## config.mk

```make
export PLATFORM = sky130hd
export DESIGN_NAME = debounced_button_press_timer_unit
export DESIGN_NICKNAME = d
export VERILOG_FILES = /design/src/rtl/dbpt_pkg.sv /design/src/rtl/dbpt_cfg.sv /design/src/rtl/dbpt_core.sv /design/src/rtl/dbpt_outbuf.sv /design/src/rtl/debounced_button_press_timer_unit.sv
export SDC_FILE = /design/constraint.sdc
export NUM_CORES = 1
export LEC_CHECK = 0
export BUFFER_PORTS_ARGS = -buffer_cell sky130_fd_sc_hd__buf_4
export CORE_MARGIN = 3
export CORE_UTILIZATION = 28
export CTS_CLUSTER_DIAMETER = 50
export DETAILED_ROUTE_END_ITERATION = 10
export HOLD_SLACK_MARGIN = 0.1
export SETUP_SLACK_MARGIN = 0.15
export SLEW_MARGIN = 15
export SYNTH_ARGS = -nofsm -noshare
export SYNTH_HDL_FRONTEND = slang
export SYNTH_SLANG_ARGS = --single-unit
```

## constraint.sdc

```tcl
create_clock -name clk -period 15.8 [get_ports clk]
set_input_delay 1.58 -clock clk [delete_from_list [all_inputs] [get_ports clk]]
set_output_delay 1.58 -clock clk [all_outputs]
set_load 0.01 [all_outputs]
```

## src/rtl/dbpt_pkg.sv

```systemverilog
package dbpt_pkg;

  localparam int NUM_BUTTONS = 4;
  localparam int TIME_BITS   = 32;

  // the edge and level inputs are PINS_W = 4 bits wide, so IN_CH is capped at four channels
  localparam int IN_CH = (NUM_BUTTONS < 4) ? NUM_BUTTONS : 4;

  localparam int LOCK_W    = 16;
  localparam int DUR_W     = 32;
  localparam int CHAN_W    = 2;
  localparam int PINS_W    = 4;
  localparam int PADDR_W   = 3;
  localparam int PDATA_W   = 32;

  localparam logic [LOCK_W-1:0] LOCKOUT_RESET = 16'h0010;

  // register index, taken from paddr above the byte offset
  localparam logic REG_LOCKOUT = 1'b0;

  typedef struct packed {
    logic              event_valid;
    logic [CHAN_W-1:0] event_channel;
    logic [DUR_W-1:0]  event_duration;
    logic [PINS_W-1:0] pressed_mask;
  } res_t;

endpackage

```

## src/rtl/dbpt_cfg.sv

```systemverilog
module dbpt_cfg (
  input  logic                          clk,
  input  logic                          rst,
  input  logic                          psel,
  input  logic                          penable,
  input  logic                          pwrite,
  input  logic [dbpt_pkg::PADDR_W-1:0]  paddr,
  input  logic [dbpt_pkg::PDATA_W-1:0]  pwdata,
  output logic [dbpt_pkg::PDATA_W-1:0]  prdata,
  output logic                          pready,
  output logic [dbpt_pkg::LOCK_W-1:0]   lockout_ticks
);
  import dbpt_pkg::*;

  logic reg_index;
  logic wr_en;

  assign pready    = 1'b1;
  assign reg_index = paddr[PADDR_W-1];
  assign wr_en     = psel && penable && pwrite && pready;

  always_ff @(posedge clk) begin
    if (rst) begin
      lockout_ticks <= LOCKOUT_RESET;
    end else if (wr_en && (reg_index == REG_LOCKOUT)) begin
      lockout_ticks <= pwdata[LOCK_W-1:0];
    end
  end

  always_comb begin
    unique case (reg_index)
      REG_LOCKOUT: prdata = PDATA_W'(lockout_ticks);
      default:     prdata = '0;
    endcase
  end

endmodule

```

## src/rtl/dbpt_core.sv

```systemverilog
module dbpt_core (
  input  logic                          clk,
  input  logic                          rst,
  input  logic                          accept,
  input  logic [dbpt_pkg::PINS_W-1:0]   edge_mask,
  input  logic [dbpt_pkg::PINS_W-1:0]   pin_levels,
  input  logic [dbpt_pkg::LOCK_W-1:0]   lockout_ticks,
  output dbpt_pkg::res_t                res
);
  import dbpt_pkg::*;

  logic [TIME_BITS-1:0] tick_count;
  logic [LOCK_W-1:0]    lockout_left;
  logic [CHAN_W-1:0]    pending_channel;
  logic [TIME_BITS-1:0] press_start [IN_CH];
  logic [IN_CH-1:0]     armed_flag;

  logic [TIME_BITS-1:0] tick_count_next;
  logic [LOCK_W-1:0]    lockout_left_next;
  logic [CHAN_W-1:0]    pending_channel_next;
  logic [IN_CH-1:0]     armed_flag_next;
  logic [IN_CH-1:0]     start_load;
  logic [LOCK_W-1:0]    lock_mid;
  logic                 expire;
  logic                 pin_low;
  logic                 armed_sel;
  logic [TIME_BITS-1:0] start_sel;
  logic                 edge_found;
  logic [CHAN_W-1:0]    edge_chan;

  always_comb begin
    lock_mid = (lockout_left != '0) ? (lockout_left - LOCK_W'(1)) : '0;
    expire   = (lockout_left == LOCK_W'(1));
    pin_low  = ~pin_levels[pending_channel];

    armed_sel = 1'b0;
    start_sel = '0;
    for (int i = 0; i < IN_CH; i++) begin
      if (pending_channel == CHAN_W'(i)) begin
        armed_sel = armed_flag[i];
        start_sel = press_start[i];
      end
    end

    // lowest-numbered edge wins
    edge_found = 1'b0;
    edge_chan  = '0;
    for (int i = IN_CH - 1; i >= 0; i--) begin
      if (edge_mask[i]) begin
        edge_found = 1'b1;
        edge_chan  = CHAN_W'(i);
      end
    end

    start_load      = '0;
    armed_flag_next = armed_flag;
    res             = '0;
    res.pressed_mask = ~pin_levels;
    for (int i = 0; i < IN_CH; i++) begin
      if (expire && (pending_channel == CHAN_W'(i))) begin
        if (pin_low) begin
          start_load[i]      = 1'b1;
          armed_flag_next[i] = 1'b1;
        end else if (armed_flag[i]) begin
          armed_flag_next[i] = 1'b0;
        end
      end
    end
    if (expire && !pin_low && armed_sel) begin
      res.event_valid    = 1'b1;
      res.event_channel  = pending_channel;
      res.event_duration = DUR_W'(tick_count - start_sel);
    end

    lockout_left_next    = lock_mid;
    pending_channel_next = pending_channel;
    if ((lock_mid == '0) && edge_found) begin
      pending_channel_next = edge_chan;
      lockout_left_next    = (lockout_ticks != '0) ? lockout_ticks : LOCK_W'(1);
    end

    tick_count_next = tick_count + TIME_BITS'(1);
  end

  always_ff @(posedge clk) begin
    if (rst) begin
      tick_count      <= '0;
      lockout_left    <= '0;
      pending_channel <= '0;
      armed_flag      <= '0;
    end else if (accept) begin
      tick_count      <= tick_count_next;
      lockout_left    <= lockout_left_next;
      pending_channel <= pending_channel_next;
      armed_flag      <= armed_flag_next;
    end
  end

  always_ff @(posedge clk) begin
    for (int i = 0; i < IN_CH; i++) begin
      if (rst) begin
        press_start[i] <= '0;
      end else if (accept && start_load[i]) begin
        press_start[i] <= tick_count;
      end
    end
  end

endmodule

```

## src/rtl/dbpt_outbuf.sv

```systemverilog
module dbpt_outbuf (
  input  logic           clk,
  input  logic           rst,
  input  logic           push,
  input  dbpt_pkg::res_t push_data,
  output logic           full,
  output logic           out_valid,
  input  logic           out_stall,
  output dbpt_pkg::res_t out_data
);
  import dbpt_pkg::*;

  logic skid_valid;
  res_t skid_data;
  logic pop;

  assign pop  = out_valid && !out_stall;
  assign full = skid_valid;

  always_ff @(posedge clk) begin
    if (rst) begin
      out_valid  <= 1'b0;
      skid_valid <= 1'b0;
    end else if (push) begin
      if (!out_valid || pop) begin
        out_valid <= 1'b1;
      end else begin
        skid_valid <= 1'b1;
      end
    end else if (pop) begin
      if (skid_valid) begin
        skid_valid <= 1'b0;
      end else begin
        out_valid <= 1'b0;
      end
    end
  end

  // payload path, no reset needed
  always_ff @(posedge clk) begin
    if (push) begin
      if (!out_valid || pop) begin
        out_data <= push_data;
      end else begin
        skid_data <= push_data;
      end
    end else if (pop && skid_valid) begin
      out_data <= skid_data;
    end
  end

endmodule

```

## src/rtl/debounced_button_press_timer_unit.sv

```systemverilog
// channel  direction  handshake            payload
// in       input      in_valid / in_stall  edge_mask, pin_levels
// out      output     out_valid/out_stall  event_valid, event_channel,
//                                          event_duration, pressed_mask
// cfg      input      apb psel/penable     lockout_ticks at byte address 0
//
// one tick per cycle while in_stall is low: the timer state updates at the
// accepting edge, and the result enters the output buffer at that same edge
// a two-entry output buffer (register plus skid) lets a tick be taken while a
// result waits; in_stall rises only when both entries are full
// rst is synchronous: lockout idle, tick count, press starts and arming cleared,
// lockout_ticks back to 16
module debounced_button_press_timer_unit (
  input  logic                          clk,
  input  logic                          rst,
  input  logic                          in_valid,
  output logic                          in_stall,
  input  logic [dbpt_pkg::PINS_W-1:0]   edge_mask,
  input  logic [dbpt_pkg::PINS_W-1:0]   pin_levels,
  output logic                          out_valid,
  input  logic                          out_stall,
  output logic                          event_valid,
  output logic [dbpt_pkg::CHAN_W-1:0]   event_channel,
  output logic [dbpt_pkg::DUR_W-1:0]    event_duration,
  output logic [dbpt_pkg::PINS_W-1:0]   pressed_mask,
  input  logic                          psel,
  input  logic                          penable,
  input  logic                          pwrite,
  input  logic [dbpt_pkg::PADDR_W-1:0]  paddr,
  input  logic [dbpt_pkg::PDATA_W-1:0]  pwdata,
  output logic [dbpt_pkg::PDATA_W-1:0]  prdata,
  output logic                          pready
);
  import dbpt_pkg::*;

  logic              accept;
  logic [LOCK_W-1:0] lockout_ticks;
  res_t              core_res;
  res_t              out_res;

  assign accept = in_valid && !in_stall;

  dbpt_cfg u_cfg (
    .clk           (clk),
    .rst           (rst),
    .psel          (psel),
    .penable       (penable),
    .pwrite        (pwrite),
    .paddr         (paddr),
    .pwdata        (pwdata),
    .prdata        (prdata),
    .pready        (pready),
    .lockout_ticks (lockout_ticks)
  );

  dbpt_core u_core (
    .clk           (clk),
    .rst           (rst),
    .accept        (accept),
    .edge_mask     (edge_mask),
    .pin_levels    (pin_levels),
    .lockout_ticks (lockout_ticks),
    .res           (core_res)
  );

  dbpt_outbuf u_outbuf (
    .clk       (clk),
    .rst       (rst),
    .push      (accept),
    .push_data (core_res),
    .full      (in_stall),
    .out_valid (out_valid),
    .out_stall (out_stall),
    .out_data  (out_res)
  );

  assign event_valid    = out_res.event_valid;
  assign event_channel  = out_res.event_channel;
  assign event_duration = out_res.event_duration;
  assign pressed_mask   = out_res.pressed_mask;

`ifndef ASSERT_OFF
  // skid entry is only ever filled behind a full output register
  a_stall_needs_out: assert property (@(posedge clk) disable iff (rst)
    in_stall |-> out_valid)
    else $error("input stalled with empty output register");

  // the buffer can only fill up while the output side is stalled
  a_stall_rise_cause: assert property (@(posedge clk) disable iff (rst)
    $rose(in_stall) |-> $past(out_stall))
    else $error("input stall rose without output stall");

  // no event means zero channel and duration
  a_idle_fields_zero: assert property (@(posedge clk) disable iff (rst)
    (out_valid && !event_valid) |-> (event_channel == '0 && event_duration == '0))
    else $error("nonzero event fields without event");
`endif

endmodule
```

-- Word level (Yosys, flattened, before mapping)
Memory sizes are Yosys's and may differ from the RTL's.
Cells that the tools add are included.
W data, S select, Z words.
- ROM bits: 0
- memories: 1
- bits in registers: 150
- bits in latches: 0
- output and inout bits: 74
- RAM bits: 128
- divide/modulo/power cells: 0
- bitwise logic cells: 7
- equality and inequality tests: 7
- order comparisons: 1
- reduce and logical (&&, ||, !) cells: 36
- shift operators: 0
- add/subtract/negate cells: 3
- multiplexer cells: 56
- $mul: 0
- memories (name ; words ; width ; read ports ; clocked after memory_dff ; write ports ; RTL line ; text):
    u_core.press_start ; 4 ; 32 ; 4 ; 0 ; 4 ; dbpt_core.sv:15 ; logic [TIME_BITS-1:0] press_start [IN_CH];
- operators with widths (kind ; count):
    $mux W32 ; 8
    $mux W39 ; 3
    $mux W16 ; 4
    $mux W1 ; 35
    $mux W35 ; 1
    $add A32 B1 Y32 const B ; 1
    $reduce_bool A16 Y1 ; 2
    $sub A32 B32 Y32 ; 1
    $logic_and A1 B1 Y1 ; 17
    $eq A16 B1 Y1 const B ; 1
    $logic_not A16 Y1 ; 1
    $reduce_and A2 Y1 ; 8
    $sub A16 B1 Y16 const B ; 1
    $mux W2 ; 4
    $eq A2 B2 Y1 const B ; 2
    $ne A2 B2 Y1 const B ; 2
    $not A4 Y4 ; 1
    $or A1 B1 Y1 ; 4
    $reduce_bool A2 Y1 ; 2
    $logic_not A1 Y1 ; 3
    $lt A2 B3 Y1 const B ; 1
    $reduce_and A3 Y1 ; 1
    $bmux W1 S2 ; 1
    $eq A2 B1 Y1 const B ; 1
    4 further kinds ; 5

-- Depth between registers and ports, before layout
Gate-level depths: netlist (run 1).
- depth in word-level cells: 9
- depth in mapped cells: 16
- gate-level depth less buffers: 13

-- Hierarchy
A second synthesis (run 1) with hierarchy kept.
- cell total of the unflattened synthesis: 1211
- area total of the unflattened synthesis: 14415.1 um^2
- by module, submodules not included (module ; times used ; area each (um^2) ; cells an instance):
    dbpt_core ; 1 ; 10316.1 ; 969
    dbpt_outbuf ; 1 ; 3103.0 ; 135
    dbpt_cfg ; 1 ; 982.2 ; 106
    debounced_button_press_timer_unit ; 1 ; 13.8 ; 1

-- Worst setup path after synthesis (run 1)
Ideal clock, no wire load.
- path kind: input port to flip-flop
- from: input port pin_levels[3] in the netlist's numbering
- to: memory u_core.press_start[0][0] (enable)
- path slack: 9724 ps
- setup time: 511 ps
- cell stages on the path: 3
- buffers on the path: 1
- arrival time: 5566 ps
- cells stage by stage: mux4_2 > buf_2 > o41ai_1
- RTL lines (item ; RTL line ; text):
    start, declared ; debounced_button_press_timer_unit.sv:19 ; input logic [dbpt_pkg::PINS_W-1:0] pin_levels,
    end, declared ; dbpt_core.sv:15 ;

-- Worst setup path after layout (run 1)
- from: register u_core.pending_channel[0]
- to: register u_outbuf.out_data[34] in the netlist's numbering, data pin
- longest elaborated chain between the ends: 9
- elaborated cells on any way between the ends: 20
- RTL lines (item ; RTL line ; text):
    start, declared ; dbpt_core.sv:14 ; logic [CHAN_W-1:0] pending_channel;
    start signal, assigned ; dbpt_core.sv:94 ; pending_channel <= pending_channel_next;
    $logic_not A2 Y1 ; dbpt_core.sv:39 ; if (pending_channel == CHAN_W'(i)) begin
    $mux W32 / $mux W1 (equally long branches) (4 in series) ; dbpt_core.sv:39 ;
    $sub A32 B32 Y32 / $logic_and A1 B1 Y1 (equally long branches) ; dbpt_core.sv:72, dbpt_core.sv:69 ;
    $mux W35 (*) ; dbpt_core.sv:69 ; if (expire && !pin_low && armed_sel) begin
    $mux W39 (*) ; dbpt_outbuf.sv:42 ; if (!out_valid || pop) begin
    $mux W39 (*) ; dbpt_outbuf.sv:41 ; if (push) begin
    end signal, assigned ; dbpt_outbuf.sv:43 ; out_data <= push_data;
    end signal, assigned ; dbpt_outbuf.sv:48 ; out_data <= skid_data;
    end, declared ; dbpt_outbuf.sv:9 ; output dbpt_pkg::res_t out_data
Every way passes the cells marked *; elsewhere a longest branch is shown, timed or not. The select of a mux whose other input is x is not followed.
A chain may end at the register's enable or synchronous reset.

==> tab_implementation.tex, run 1 <==
\begin{tabular}{lr}
\hline
Metric & Value \\
\hline
\multicolumn{2}{l}{\textbf{STA}} \\
\quad Number of pins with negative max-slew slack in the final report & 0 \\
\quad Final hold violations & 0 \\
\quad Final-report setup violation count & 0 \\
\quad Relative max-transition margin & 28.4\% \\
\quad Min Clock Period, post-route & 4.36 ns \\
\quad Highest Clock Rate & 229 MHz \\
\quad Fraction of the cycle the final worst path needs & 27.6\% \\
\quad Least setup slack across all paths after layout & 11.44 ns \\
\quad Unrepaired setup endpoints after global routing & false \\
\quad Accumulated negative setup slack & 0 ns \\
\quad Pin slew with the least headroom to its limit & 1.07 ns \\
\quad Fin Hold WS & 0.493 ns \\
\quad Clock skew after layout & 0.0272 ns \\
\multicolumn{2}{l}{\textbf{Worst setup path}} \\
\quad Family with the most delay on the worst path & compound AO/OA/AOI/OAI gates \\
\quad Worst-path cell with the longest stage delay & buf\_4 \\
\quad Worst reg2reg endpoint & u\_outbuf.out\_data[34] \\
\quad Worst Setup Path Type & register to register \\
\quad Worst Reg2Reg Path Length in Cells & 14 \\
\quad Data arrival at the endpoint of the critical path & 4.61 ns \\
\quad Launching element type of the critical path & register \\
\quad Data required, critical path & 16.05 ns \\
\quad Delay contributed by the slowest stage of the critical path & 0.71 ns \\
\quad Register-to-register setup slack & 11.44 ns \\
\quad Maximum fanout encountered on the critical timing path & 46 \\
\quad CP Capture Type & register \\
\quad Critical path, cell by cell & buf\_4 > mux4\_2 > ha\_1 > inv\_1 > fa\_1 > a211oi\_1 > o21bai\_1 > o2111ai\_2 > nand3\_1 > a31oi\_2 > o21ai\_2 > a311oi\_2 > xor2\_1 > o21ai\_0 \\
\quad Reg2reg start & u\_core.pending\_channel[0] \\
\quad Buffers \& Inverters on Critical Path & 2 \\
\multicolumn{2}{l}{\textbf{Synthesis}} \\
\quad Top cell types by occurrence after synthesis & edfxtp\_1, and2\_1, nand2\_1, nor2\_1, a21oi\_1 \\
\quad Most common flop cell mapped by yosys & edfxtp\_1 \\
\quad Most common cell in the synthesized netlist & edfxtp\_1 \\
\quad Count of flip-flops with a built-in enable after synthesis & 206 \\
\quad Cell accounting for the most synthesized area & edfxtp\_1 \\
\quad Biggest area contributors in the synthesized netlist & edfxtp\_1, dfxtp\_1, and2\_1 \\
\quad Unique masters post-synth & 76 \\
\quad Number of warning messages in the yosys log & 0 \\
\quad Average footprint of a synthesized cell & 11.1 sq um \\
\quad Fraction of synthesized cell area taken by the top area cell type & 44.0\% \\
\quad Register area share after synthesis & 54.2\% \\
\quad Proportion of register bits with asynchronous set or reset after synthesis & 0\% \\
\quad Cells after Synth & 1,267 \\
\quad \#FFs+latches synth & 278 \\
\quad Mapped Area & 14,100 sq um \\
\multicolumn{2}{l}{\textbf{Placed design}} \\
\quad Quantity of I/O buffers inserted on ports & 88 \\
\quad Pre-CTS WS & 11.14 ns \\
\quad Post-detailed-placement half-perimeter wirelength & 21.1 mm \\
\quad Final weighted congestion of routability-driven global placement & 0.853 \\
\quad Placed cell area & 15,400 sq um \\
\quad \# placed instances & 1,959 \\
\multicolumn{2}{l}{\textbf{Floorplanning}} \\
\quad Placeable core region & 49,300 sq um \\
\quad Die span in y & 230 um \\
\quad Number of core rows & 81 \\
\quad Die Footprint & 53,000 sq um \\
\quad Die width & 230 um \\
\quad Initial Util & 28.6\% \\
\quad IO Pins & 124 \\
\multicolumn{2}{l}{\textbf{Flow run}} \\
\quad MaxCap Viol Count & 0 \\
\multicolumn{2}{l}{\textbf{Detailed routing}} \\
\quad Final WL & 33.4 mm \\
\quad First-iteration detailed-routing DRC count & 569 \\
\quad Routed wire length per instance & 16.5 um \\
\quad Routed vias & 9,622 \\
\quad Post-route DRC & 0 \\
\quad DRT Pass-1 Iters & 5 \\
\quad Number of nets still failing antenna checks after routing & 0 \\
\quad Via density & 4.77 \\
\multicolumn{2}{l}{\textbf{Global routing}} \\
\quad Global-route wire length before repair & 52.5 mm \\
\quad GRT overflow & 0 \\
\quad Via count of the first global-routing pass & 9,331 \\
\quad Number of antenna violations at the first check in global routing & 0 \\
\quad GRT Total Usage & 12.4\% \\
\quad Largest net degree at the start of global routing & 73 \\
\multicolumn{2}{l}{\textbf{Clocking}} \\
\quad Count of buffers added by post-CTS timing repair for setup & 0 \\
\quad TritonCTS clock tree & yes \\
\quad Clock buffer count from CTS & 34 \\
\quad Worst-case clock buffer depth & 3 \\
\quad H-Tree Depth & 2 \\
\quad Number of cells upsized or downsized after cts & 0 \\
\quad Clock Sinks & 278 \\
\quad Clock transition at path regs & 0.06 ns \\
\quad Root buffer cell & clkbuf\_16 \\
\quad Post-cts hold buffer count & 0 \\
\quad Source-to-sink clock delay at the later pin of the worst-skew pair & 0.51 ns \\
\multicolumn{2}{l}{\textbf{Finish}} \\
\quad Final std cell area, no fill & 16,400 sq um \\
\quad Area growth from synthesis to layout & 16.9\% \\
\quad Fraction of final layout cells sized beyond drive strength 1 & 17.0\% \\
\quad Antenna Cells & 0 \\
\quad Filler Cells Inserted & 4,969 \\
\quad Post-layout net count & 1,418 \\
\quad Fin util & 33.4\% \\
\quad Layout Cells excl Fill & 2,019 \\
\multicolumn{2}{l}{\textbf{Power and ir drop}} \\
\quad Switching Share & 24.0\% \\
\quad Leakage power & 6.06 nW \\
\quad Pwr Density & 107 nW/um\^{}2 \\
\quad Total power after layout & 1.75 mW \\
\quad Part of the total power dissipated in sequential elements & 47.7\% \\
\quad Worst IR drop on VDD & 0.0000483 V \\
\quad Switch Pwr & 420 uW \\
\quad Clock group share of total power & 43.0\% \\
\quad Cell internal pwr & 1.33 mW \\
\quad Share of total power in combinational logic & 9.3\% \\
\multicolumn{2}{l}{\textbf{Min path}} \\
\quad Worst min-delay path category & register to register \\
\quad Start point of the worst min-delay path & u\_core.armed\_flag[3] \\
\quad Cell count of the worst hold path & 2 \\
\quad Destination of the worst hold path & u\_core.armed\_flag[3] \\
\multicolumn{2}{l}{\textbf{Run status}} \\
\quad Status & finished clean \\
\hline
\end{tabular}
[tightest hold or removal path, delay by kind of cell, from the launching register on]
kind           cells  cell delay, ns
flip-flops         1            0.31
AO/OA/AOI/OAI      2            0.14
[layout by cell type, fill, tap and decap left out, drive strengths merged, types with 32 or more instances in the layout]
| cell | netlist | final |
|---|---|---|
| dfxtp | 72 | 72 |
| and2 | 127 | 127 |
| a21oi | 76 | 76 |
| buf | 52 | 103 |
| xor2 | 35 | 35 |
| clkbuf | 38 | 44 |
| inv | 48 | 54 |
| nor3 | 32 | 32 |
| edfxtp | 206 | 206 |
| nor2 | 112 | 112 |
| o21ai | 37 | 37 |
| ha | 36 | 36 |
| nand2 | 115 | 115 |
| mux4 | 33 | 33 |
[how the worst max path moves through the flow]
stage,startpoint,to,slack (ns),depth (start not counted)
6_report,u_core.pending_channel[0],u_outbuf.out_data[34],11.44,14
3_3_place_gp,in_valid,u_core.press_start[1][21],11.20,9
3_5_place_dp,in_valid,u_core.press_start[1][14],11.14,9
4_1_cts,u_core.pending_channel[0],u_outbuf.out_data[32],11.36,14
2_1_floorplan,pin_levels[3],u_core.press_start[0][0],9.72,3
5_1_grt,u_core.pending_channel[0],u_outbuf.out_data[34],11.07,14
[flip-flops by register name, indices dropped and copies added, names as in the netlist]
signal / cells
u_core.press_start: 128
u_outbuf.out_data: 39
u_outbuf.skid_data: 39
u_core.tick_count: 32
u_cfg.lockout_ticks: 16
u_core.lockout_left: 16
u_core.armed_flag: 4
u_core.pending_channel: 2
u_outbuf.full: 1
u_outbuf.out_valid: 1
[area by class of cell]
type                       count  area (sq um)  area share [%]
sequential                   278          7630            46.4
clock inverter                16           164           0.997
tap                          664           831            5.05
clock buffer                  44           920            5.59
inverter                      48           180            1.10
timing repair buffer         103           773            4.70
multi-input combinational    866          5950            36.2
[logic make-up (layout without fill, tap and decap cells)]
group	after synthesis	in the layout	synth area share (%)
AO/OA/AOI/OAI	215	215	9.89
XOR/XNOR	58	58	3.61
adder cells (fa/ha/maj)	37	37	3.34
buffers and inverters	138	211	4.52
flip-flops	278	278	54.2
multiplexers	51	51	6.67
other	2	17	0.0534
AND/OR/NAND/NOR	488	488	17.7
[per-layer routing]
layer / track usage, % / vias up / wire (um)
met5: 0 / - / 0
met2: 19.9 / 255 / 15400
met1: 16.6 / 4676 / 15100
met3: 2.48 / 62 / 1910
met4: 4.42 / 0 / 970
li1: - / 4629 / -
[power groups by stage]
stage                     registers, mW  clock network, mW  logic, mW
after global routing              0.839              0.802      0.181
after global placement            0.851                  0      0.161
after CTS                         0.836              0.775      0.164
after detailed placement          0.851                  0      0.163
final                             0.836              0.755      0.163
after floorplan                   0.851                  0      0.110
Power figures use the tool's default switching activity.
==> inputs of run 2 (changes only) <==
--- a/config.mk
+++ b/config.mk
@@ -5,6 +5,7 @@
 export SDC_FILE = /design/constraint.sdc
 export NUM_CORES = 1
 export LEC_CHECK = 0
+export ABC_AREA = 1
 export BUFFER_PORTS_ARGS = -buffer_cell sky130_fd_sc_hd__buf_4
 export CORE_MARGIN = 3
 export CORE_UTILIZATION = 28
==> constraint.sdc (replaced) <==
create_clock -name clk -period 4.34 [get_ports clk]
set_input_delay 0.434 -clock clk [delete_from_list [all_inputs] [get_ports clk]]
set_output_delay 0.434 -clock clk [all_outputs]
set_load 0.01 [all_outputs]
==> tab_implementation.tex, run 2 <==
\begin{tabular}{lr}
\hline
Metric & Value \\
\hline
\multicolumn{2}{l}{\textbf{Synthesis}} \\
\quad Fraction of synthesized cell area taken by the top area cell type & 43.3\% \\
\quad Most common flop cell mapped by yosys & edfxtp\_1 \\
\quad Average footprint of a synthesized cell & 8.73 sq um \\
\quad Register area share after synthesis & 53.4\% \\
\quad Cells after Synth & 1,634 \\
\quad Proportion of register bits with asynchronous set or reset after synthesis & 0\% \\
\quad Top cell types by occurrence after synthesis & nand2\_1, nor2\_1, edfxtp\_1, inv\_1, a21oi\_1 \\
\quad Unique masters post-synth & 52 \\
\quad Most common cell in the synthesized netlist & nand2\_1 \\
\quad Biggest area contributors in the synthesized netlist & edfxtp\_1, dfxtp\_1, nand2\_1 \\
\quad Mapped Area & 14,300 sq um \\
\quad \#FFs+latches synth & 278 \\
\quad Count of flip-flops with a built-in enable after synthesis & 206 \\
\quad Number of warning messages in the yosys log & 0 \\
\quad Cell accounting for the most synthesized area & edfxtp\_1 \\
\multicolumn{2}{l}{\textbf{Worst setup path}} \\
\quad Worst reg2reg endpoint & u\_outbuf.out\_data[31] \\
\quad Maximum fanout encountered on the critical timing path & 13 \\
\quad Data arrival at the endpoint of the critical path & 4.10 ns \\
\quad Worst Setup Path Type & register to register \\
\quad Reg2reg start & u\_core.pending\_channel[1] \\
\quad Register-to-register setup slack & 0.53 ns \\
\quad Launching element type of the critical path & register \\
\quad CP Capture Type & register \\
\quad Worst Reg2Reg Path Length in Cells & 15 \\
\quad Data required, critical path & 4.62 ns \\
\multicolumn{2}{l}{\textbf{Floorplanning}} \\
\quad Die width & 232 um \\
\quad Number of core rows & 82 \\
\quad Initial Util & 28.4\% \\
\quad Placeable core region & 50,300 sq um \\
\quad Die Footprint & 53,700 sq um \\
\quad IO Pins & 124 \\
\quad Die span in y & 232 um \\
\multicolumn{2}{l}{\textbf{Detailed routing}} \\
\quad Number of nets still failing antenna checks after routing & 0 \\
\quad Via density & 4.79 \\
\quad Routed wire length per instance & 15.4 um \\
\quad First-iteration detailed-routing DRC count & 830 \\
\quad Routed vias & 11.5k \\
\quad Post-route DRC & 0 \\
\quad Final WL & 37.1 mm \\
\quad DRT Pass-1 Iters & 6 \\
\multicolumn{2}{l}{\textbf{Min path}} \\
\quad Cell count of the worst hold path & 2 \\
\quad Start point of the worst min-delay path & pin\_levels[0] \\
\quad Worst min-delay path category & input port to register \\
\quad Destination of the worst hold path & u\_outbuf.skid\_data[0] \\
\multicolumn{2}{l}{\textbf{Clocking}} \\
\quad Clock transition at path regs & 0.06 ns \\
\quad TritonCTS clock tree & yes \\
\quad Source-to-sink clock delay at the later pin of the worst-skew pair & 0.57 ns \\
\quad Root buffer cell & clkbuf\_16 \\
\quad Clock Sinks & 278 \\
\quad H-Tree Depth & 1 \\
\quad Worst-case clock buffer depth & 3 \\
\quad Clock buffer count from CTS & 30 \\
\multicolumn{2}{l}{\textbf{Power and ir drop}} \\
\quad Total power after layout & 7.57 mW \\
\quad Leakage power & 6.47 nW \\
\quad Pwr Density & 453 nW/um\^{}2 \\
\quad Worst IR drop on VDD & 0.000353 V \\
\multicolumn{2}{l}{\textbf{STA}} \\
\quad Accumulated negative setup slack & 0 ns \\
\quad Clock skew after layout & 0.0127 ns \\
\quad Min Clock Period, post-route & 3.81 ns \\
\quad Fraction of the cycle the final worst path needs & 87.9\% \\
\quad Final-report setup violation count & 0 \\
\quad Fin Hold WS & 0.146 ns \\
\quad Pin slew with the least headroom to its limit & 0.868 ns \\
\quad Relative max-transition margin & 42.1\% \\
\quad Highest Clock Rate & 262 MHz \\
\quad Unrepaired setup endpoints after global routing & false \\
\quad Number of pins with negative max-slew slack in the final report & 0 \\
\quad Final hold violations & 0 \\
\multicolumn{2}{l}{\textbf{Finish}} \\
\quad Antenna Cells & 0 \\
\quad Commonest non-fill, non-tap cell in the layout & nand2\_1 \\
\quad Fraction of final layout cells sized beyond drive strength 1 & 12.0\% \\
\quad Max FFs per register & 128 \\
\quad Post-layout net count & 1,802 \\
\quad Final std cell area, no fill & 16,700 sq um \\
\quad Commonest cells after routing, fill and taps aside & nand2\_1, nor2\_1, edfxtp\_1, inv\_1, buf\_4 \\
\quad Area growth from synthesis to layout & 17.2\% \\
\quad Fin util & 33.3\% \\
\quad Register with the highest flop count & u\_core.press\_start \\
\quad Top Registers & u\_core.press\_start: 128 flops, u\_outbuf.out\_data: 39 flops, u\_outbuf.skid\_data: 39 flops \\
\multicolumn{2}{l}{\textbf{Global routing}} \\
\quad Largest net degree at the start of global routing & 82 \\
\quad GRT Total Usage & 13.5\% \\
\quad Global-route wire length before repair & 58.8 mm \\
\quad Number of antenna violations at the first check in global routing & 0 \\
\quad GRT overflow & 0 \\
\quad Via count of the first global-routing pass & 11.1k \\
\multicolumn{2}{l}{\textbf{Placed design}} \\
\quad Final weighted congestion of routability-driven global placement & 0.888 \\
\quad Quantity of I/O buffers inserted on ports & 88 \\
\quad Placed cell area & 15,700 sq um \\
\quad Post-detailed-placement half-perimeter wirelength & 26.4 mm \\
\multicolumn{2}{l}{\textbf{Run status}} \\
\quad Status & finished clean \\
\multicolumn{2}{l}{\textbf{Flow run}} \\
\quad MaxCap Viol Count & 0 \\
\hline
\end{tabular}
run 2: worst max-delay path: stages, from the launching register on:
cell,delay [ns]
dfxtp_1,0.65
nor2_1,0.16
buf_4,0.22
buf_4,0.21
a22o_1,0.21
a21oi_1,0.12
a21boi_0,0.42
ha_1,0.38
a21oi_1,0.21
o21ai_0,0.18
a21oi_1,0.25
o21ai_0,0.13
nor2_1,0.13
nand3b_1,0.10
nand3_1,0.09
o21ai_1,0.07
run 2: through the flow:
step	std cells	setup WS, ns
global route	2411	0.276
global placement	2354	0.539
detailed placement	2354	0.532
CTS	2411	0.511
floorplan	1649	0.218
finish	2411	0.525
run 2: final cells by class:
cell class | instances | area (sq um)
clock buffer | 31 | 754
clock inverter | 25 | 299
fill | 5152 | 33500
inverter | 131 | 492
multi-input combinational | 1162 | 5840
sequential | 278 | 7630
tap | 672 | 841
timing repair buffer | 112 | 868
run 2: kinds of logic after synthesis:
| family | share of synthesized area (%) |
|---|---|
| simple gates | 24.2 |
| other cells | 0.0526 |
| fa+ha+maj | 3.30 |
| compound gates | 11.9 |
| xor+xnor | 0.859 |
| flops | 53.4 |
| buf+inv | 6.17 |
run 2: layer usage:
layer,wire [um],global-route usage (%)
met1,16900,17.9
met2,17300,23.0
met3,1860,1.26
met4,1040,4.65
met5,0,0
run 2: worst max path at each step:
stage | from | depth (start not counted) | to | slack (ns)
final | u_core.pending_channel[1] | 15 | u_outbuf.out_data[31] | 0.53
after global routing | u_core.pending_channel[1] | 15 | u_outbuf.out_data[31] | 0.28
after CTS | u_core.pending_channel[1] | 16 | u_outbuf.out_data[35] | 0.51
after detailed placement | u_core.pending_channel[1] | 16 | u_outbuf.out_data[35] | 0.53
after global placement | u_core.pending_channel[1] | 16 | u_outbuf.out_data[35] | 0.54
after floorplan | u_core.pending_channel[1] | 7 | u_core.press_start[1][32] | 0.22
run 2: power breakdown:
part	switching (mW)	total, mW	internal [mW]
clock network	1.12	2.70	1.58
logic	1.20	1.77	0.572
registers	0.0960	3.10	3.00
total	2.41	7.57	5.16
run 2: repair_timing:
| item | 4_1_cts | 5_1_grt |
|---|---|---|
| buffers inserted | 0 | 0 |
| hold endpoints to repair | 1 | 0 |
| endpoints found under the setup margin | 0 | 1 |
| hold buffers | 1 | 0 |
| resized for setup | 0 | 1 |
==> inputs of run 3 (changes only) <==
--- a/config.mk
+++ b/config.mk
@@ -7,10 +7,10 @@
 export LEC_CHECK = 0
 export ABC_AREA = 1
 export BUFFER_PORTS_ARGS = -buffer_cell sky130_fd_sc_hd__buf_4
-export CORE_MARGIN = 3
 export CORE_UTILIZATION = 28
 export CTS_CLUSTER_DIAMETER = 50
 export DETAILED_ROUTE_END_ITERATION = 10
+export GPL_TIMING_DRIVEN = 0
 export HOLD_SLACK_MARGIN = 0.1
 export SETUP_SLACK_MARGIN = 0.15
 export SLEW_MARGIN = 15
==> tab_implementation.tex, run 3 (same netlist as run 2, synthesis figures left out) <==
\begin{tabular}{lr}
\hline
Metric & Value \\
\hline
\multicolumn{2}{l}{\textbf{Clocking}} \\
\quad Clock buffer count from CTS & 31 \\
\quad Source-to-sink clock delay at the later pin of the worst-skew pair & 0.58 ns \\
\quad Clock transition at path regs & 0.06 ns \\
\quad H-Tree Depth & 1 \\
\quad TritonCTS clock tree & yes \\
\quad Root buffer cell & clkbuf\_16 \\
\quad Clock Sinks & 278 \\
\quad Worst-case clock buffer depth & 3 \\
\multicolumn{2}{l}{\textbf{Flow run}} \\
\quad MaxCap Viol Count & 0 \\
\multicolumn{2}{l}{\textbf{Worst setup path}} \\
\quad Worst-path cell with the longest stage delay & dfxtp\_1 \\
\quad Maximum fanout encountered on the critical timing path & 10 \\
\quad Data arrival at the endpoint of the critical path & 4.26 ns \\
\quad Data required, critical path & 4.65 ns \\
\quad CP Capture Type & register \\
\quad Worst Setup Path Type & register to register \\
\quad Register-to-register setup slack & 0.39 ns \\
\quad Worst path most repeated cell & nand2\_1 \\
\quad Critical path, cell by cell & clkbuf\_4 > nand2\_2 > clkbuf\_4 > inv\_1 > buf\_4 > a221oi\_1 > nand2\_1 > o21ai\_0 > ha\_1 > a21oi\_2 > nor2\_1 > nor2\_1 > nand2\_1 > nand3\_1 > nand2\_1 > nand2\_1 > nand2\_1 > or2\_2 > nand3\_1 > o21ai\_1 \\
\quad Delay contributed by the slowest stage of the critical path & 0.48 ns \\
\quad Launching element type of the critical path & register \\
\multicolumn{2}{l}{\textbf{Finish}} \\
\quad Area growth from synthesis to layout & 19.8\% \\
\quad Commonest non-fill, non-tap cell in the layout & nand2\_1 \\
\quad Layout Cells excl Fill & 2,473 \\
\quad Filler Cells Inserted & 5,135 \\
\quad Max FFs per register & 128 \\
\quad Fraction of final layout cells sized beyond drive strength 1 & 13.0\% \\
\quad Post-layout net count & 1,864 \\
\quad Commonest cells after routing, fill and taps aside & nand2\_1, nor2\_1, edfxtp\_1, inv\_1, buf\_4 \\
\quad Antenna Cells & 0 \\
\quad Register with the highest flop count & u\_core.press\_start \\
\quad Top Registers & u\_core.press\_start: 128 flops, u\_outbuf.out\_data: 39 flops, u\_outbuf.skid\_data: 39 flops \\
\multicolumn{2}{l}{\textbf{Floorplanning}} \\
\quad Initial Util & 28.4\% \\
\quad IO Pins & 124 \\
\quad Number of core rows & 82 \\
\quad Die span in y & 228 um \\
\quad Placeable core region & 50,200 sq um \\
\quad Die width & 228 um \\
\quad Die Footprint & 51,900 sq um \\
\multicolumn{2}{l}{\textbf{Detailed routing}} \\
\quad Routed vias & 11.8k \\
\quad Via density & 4.77 \\
\quad Post-route DRC & 0 \\
\quad DRT Pass-1 Iters & 6 \\
\quad Routed wire length per instance & 16.3 um \\
\quad Number of nets still failing antenna checks after routing & 0 \\
\quad Final WL & 40.4 mm \\
\quad First-iteration detailed-routing DRC count & 891 \\
\multicolumn{2}{l}{\textbf{Placed design}} \\
\quad \# placed instances & 2,414 \\
\quad Final weighted congestion of routability-driven global placement & 0.922 \\
\quad Quantity of I/O buffers inserted on ports & 87 \\
\quad Post-detailed-placement half-perimeter wirelength & 30.5 mm \\
\multicolumn{2}{l}{\textbf{Power and ir drop}} \\
\quad Pwr Density & 445 nW/um\^{}2 \\
\quad Worst IR drop on VDD & 0.000342 V \\
\quad Leakage power & 6.66 nW \\
\quad Total power after layout & 7.61 mW \\
\multicolumn{2}{l}{\textbf{STA}} \\
\quad Clock skew after layout & 0.0200 ns \\
\quad Number of pins with negative max-slew slack in the final report & 0 \\
\quad Fraction of the cycle the final worst path needs & 91.0\% \\
\quad Unrepaired setup endpoints after global routing & false \\
\quad Accumulated negative setup slack & 0 ns \\
\quad Pin slew with the least headroom to its limit & 0.918 ns \\
\quad Final-report setup violation count & 0 \\
\quad Highest Clock Rate & 253 MHz \\
\quad Final hold violations & 0 \\
\quad Min Clock Period, post-route & 3.95 ns \\
\quad Relative max-transition margin & 38.8\% \\
\multicolumn{2}{l}{\textbf{Global routing}} \\
\quad Global-route wire length before repair & 62.3 mm \\
\quad GRT overflow & 0 \\
\quad Largest net degree at the start of global routing & 40 \\
\quad GRT Total Usage & 15.2\% \\
\quad Via count of the first global-routing pass & 11.2k \\
\quad Number of antenna violations at the first check in global routing & 0 \\
\multicolumn{2}{l}{\textbf{Min path}} \\
\quad Worst min-delay path category & input port to register \\
\multicolumn{2}{l}{\textbf{Run status}} \\
\quad Status & finished clean \\
\hline
\end{tabular}
[run 3: cell count changes in the layout (fill, tap and decap cells not counted), moves of 4 or more]
cell / before / now
o21ai_2: 5 / 1
clkbuf_1: 1 / 42
clkbuf_2: 0 / 4
clkinv_4: 6 / 2
buf_16: 0 / 4
o21ai_4: 0 / 4
buf_2: 0 / 10
[run 3: power breakdown]
group | total [mW] | switching [mW] | internal (mW)
Clock | 2.63 | 1.13 | 1.50
Combinational | 1.88 | 1.24 | 0.636
Sequential | 3.10 | 0.100 | 3.00
Total | 7.61 | 2.47 | 5.14
[run 3: final timing paths]
| kind | from | end | cells after the start |
|---|---|---|---|
| setup / recovery | u_core.pending_channel[1] | u_outbuf.out_data[24] | 20 |
| hold / removal | pin_levels[0] | u_outbuf.skid_data[0] | 2 |
| setup reg to reg | u_core.pending_channel[1] | u_outbuf.out_data[24] | 20 |
| hold reg to reg | u_core.armed_flag[0] | u_core.armed_flag[0] | 2 |
[run 3: repair_timing]
item | in CTS | in global routing
hold endpoints to repair | 1 | 0
pin swaps | 0 | 1
setup buffers | 0 | 1
hold buffers | 1 | 0
resized for setup | 8 | 15
endpoints found under the setup margin | 43 | 37
[run 3: layout make-up]
class | instances | area (sq um) | share of cell area (%)
well taps | 672 | 841 | 4.92
inverters | 131 | 492 | 2.88
multi-input cells | 1162 | 5900 | 34.5
flip-flops and latches | 278 | 7630 | 44.6
clock buffers | 33 | 783 | 4.58
clock inverters | 24 | 229 | 1.34
plain buffers | 78 | 404 | 2.36
repair buffers | 95 | 821 | 4.80
[run 3: per-stage QoR]
step | instance area, sq um | utilization [%] | setup WS, ns | hold WS (ns)
finish | 17100 | 34.1 | 0.389 | 0.142
global route | 17100 | 34.1 | 0.143 | 0.125
CTS | 17100 | 34.0 | 0.206 | 0.116
detailed placement | 16000 | 31.9 | -0.383 | 0.466
global placement | 15800 | 31.5 | -2.46 | 0.456
floorplan | 14300 | - | 0.218 | 0.444
[run 3: critical path: cells and delay by family, from the launching register on]
family / cells / cell delay, ns
and+or+nand+nor: 11 / 1.23
AOI/OAI and AO/OA: 4 / 0.54
DFF: 1 / 0.48
buffers and inverters: 4 / 1.01
adders and majority gates: 1 / 0.42
[run 3: metal layers]
metal	share of wire [%]	wire length [um]	up-vias	global-route usage, %
met3	5.3	2140	62	1.99
met4	2.5	1010	0	4.86
li1	-	-	5846	-
met1	44	17900	5549	19.7
met2	48	19400	336	26.0
met5	0	0	-	0
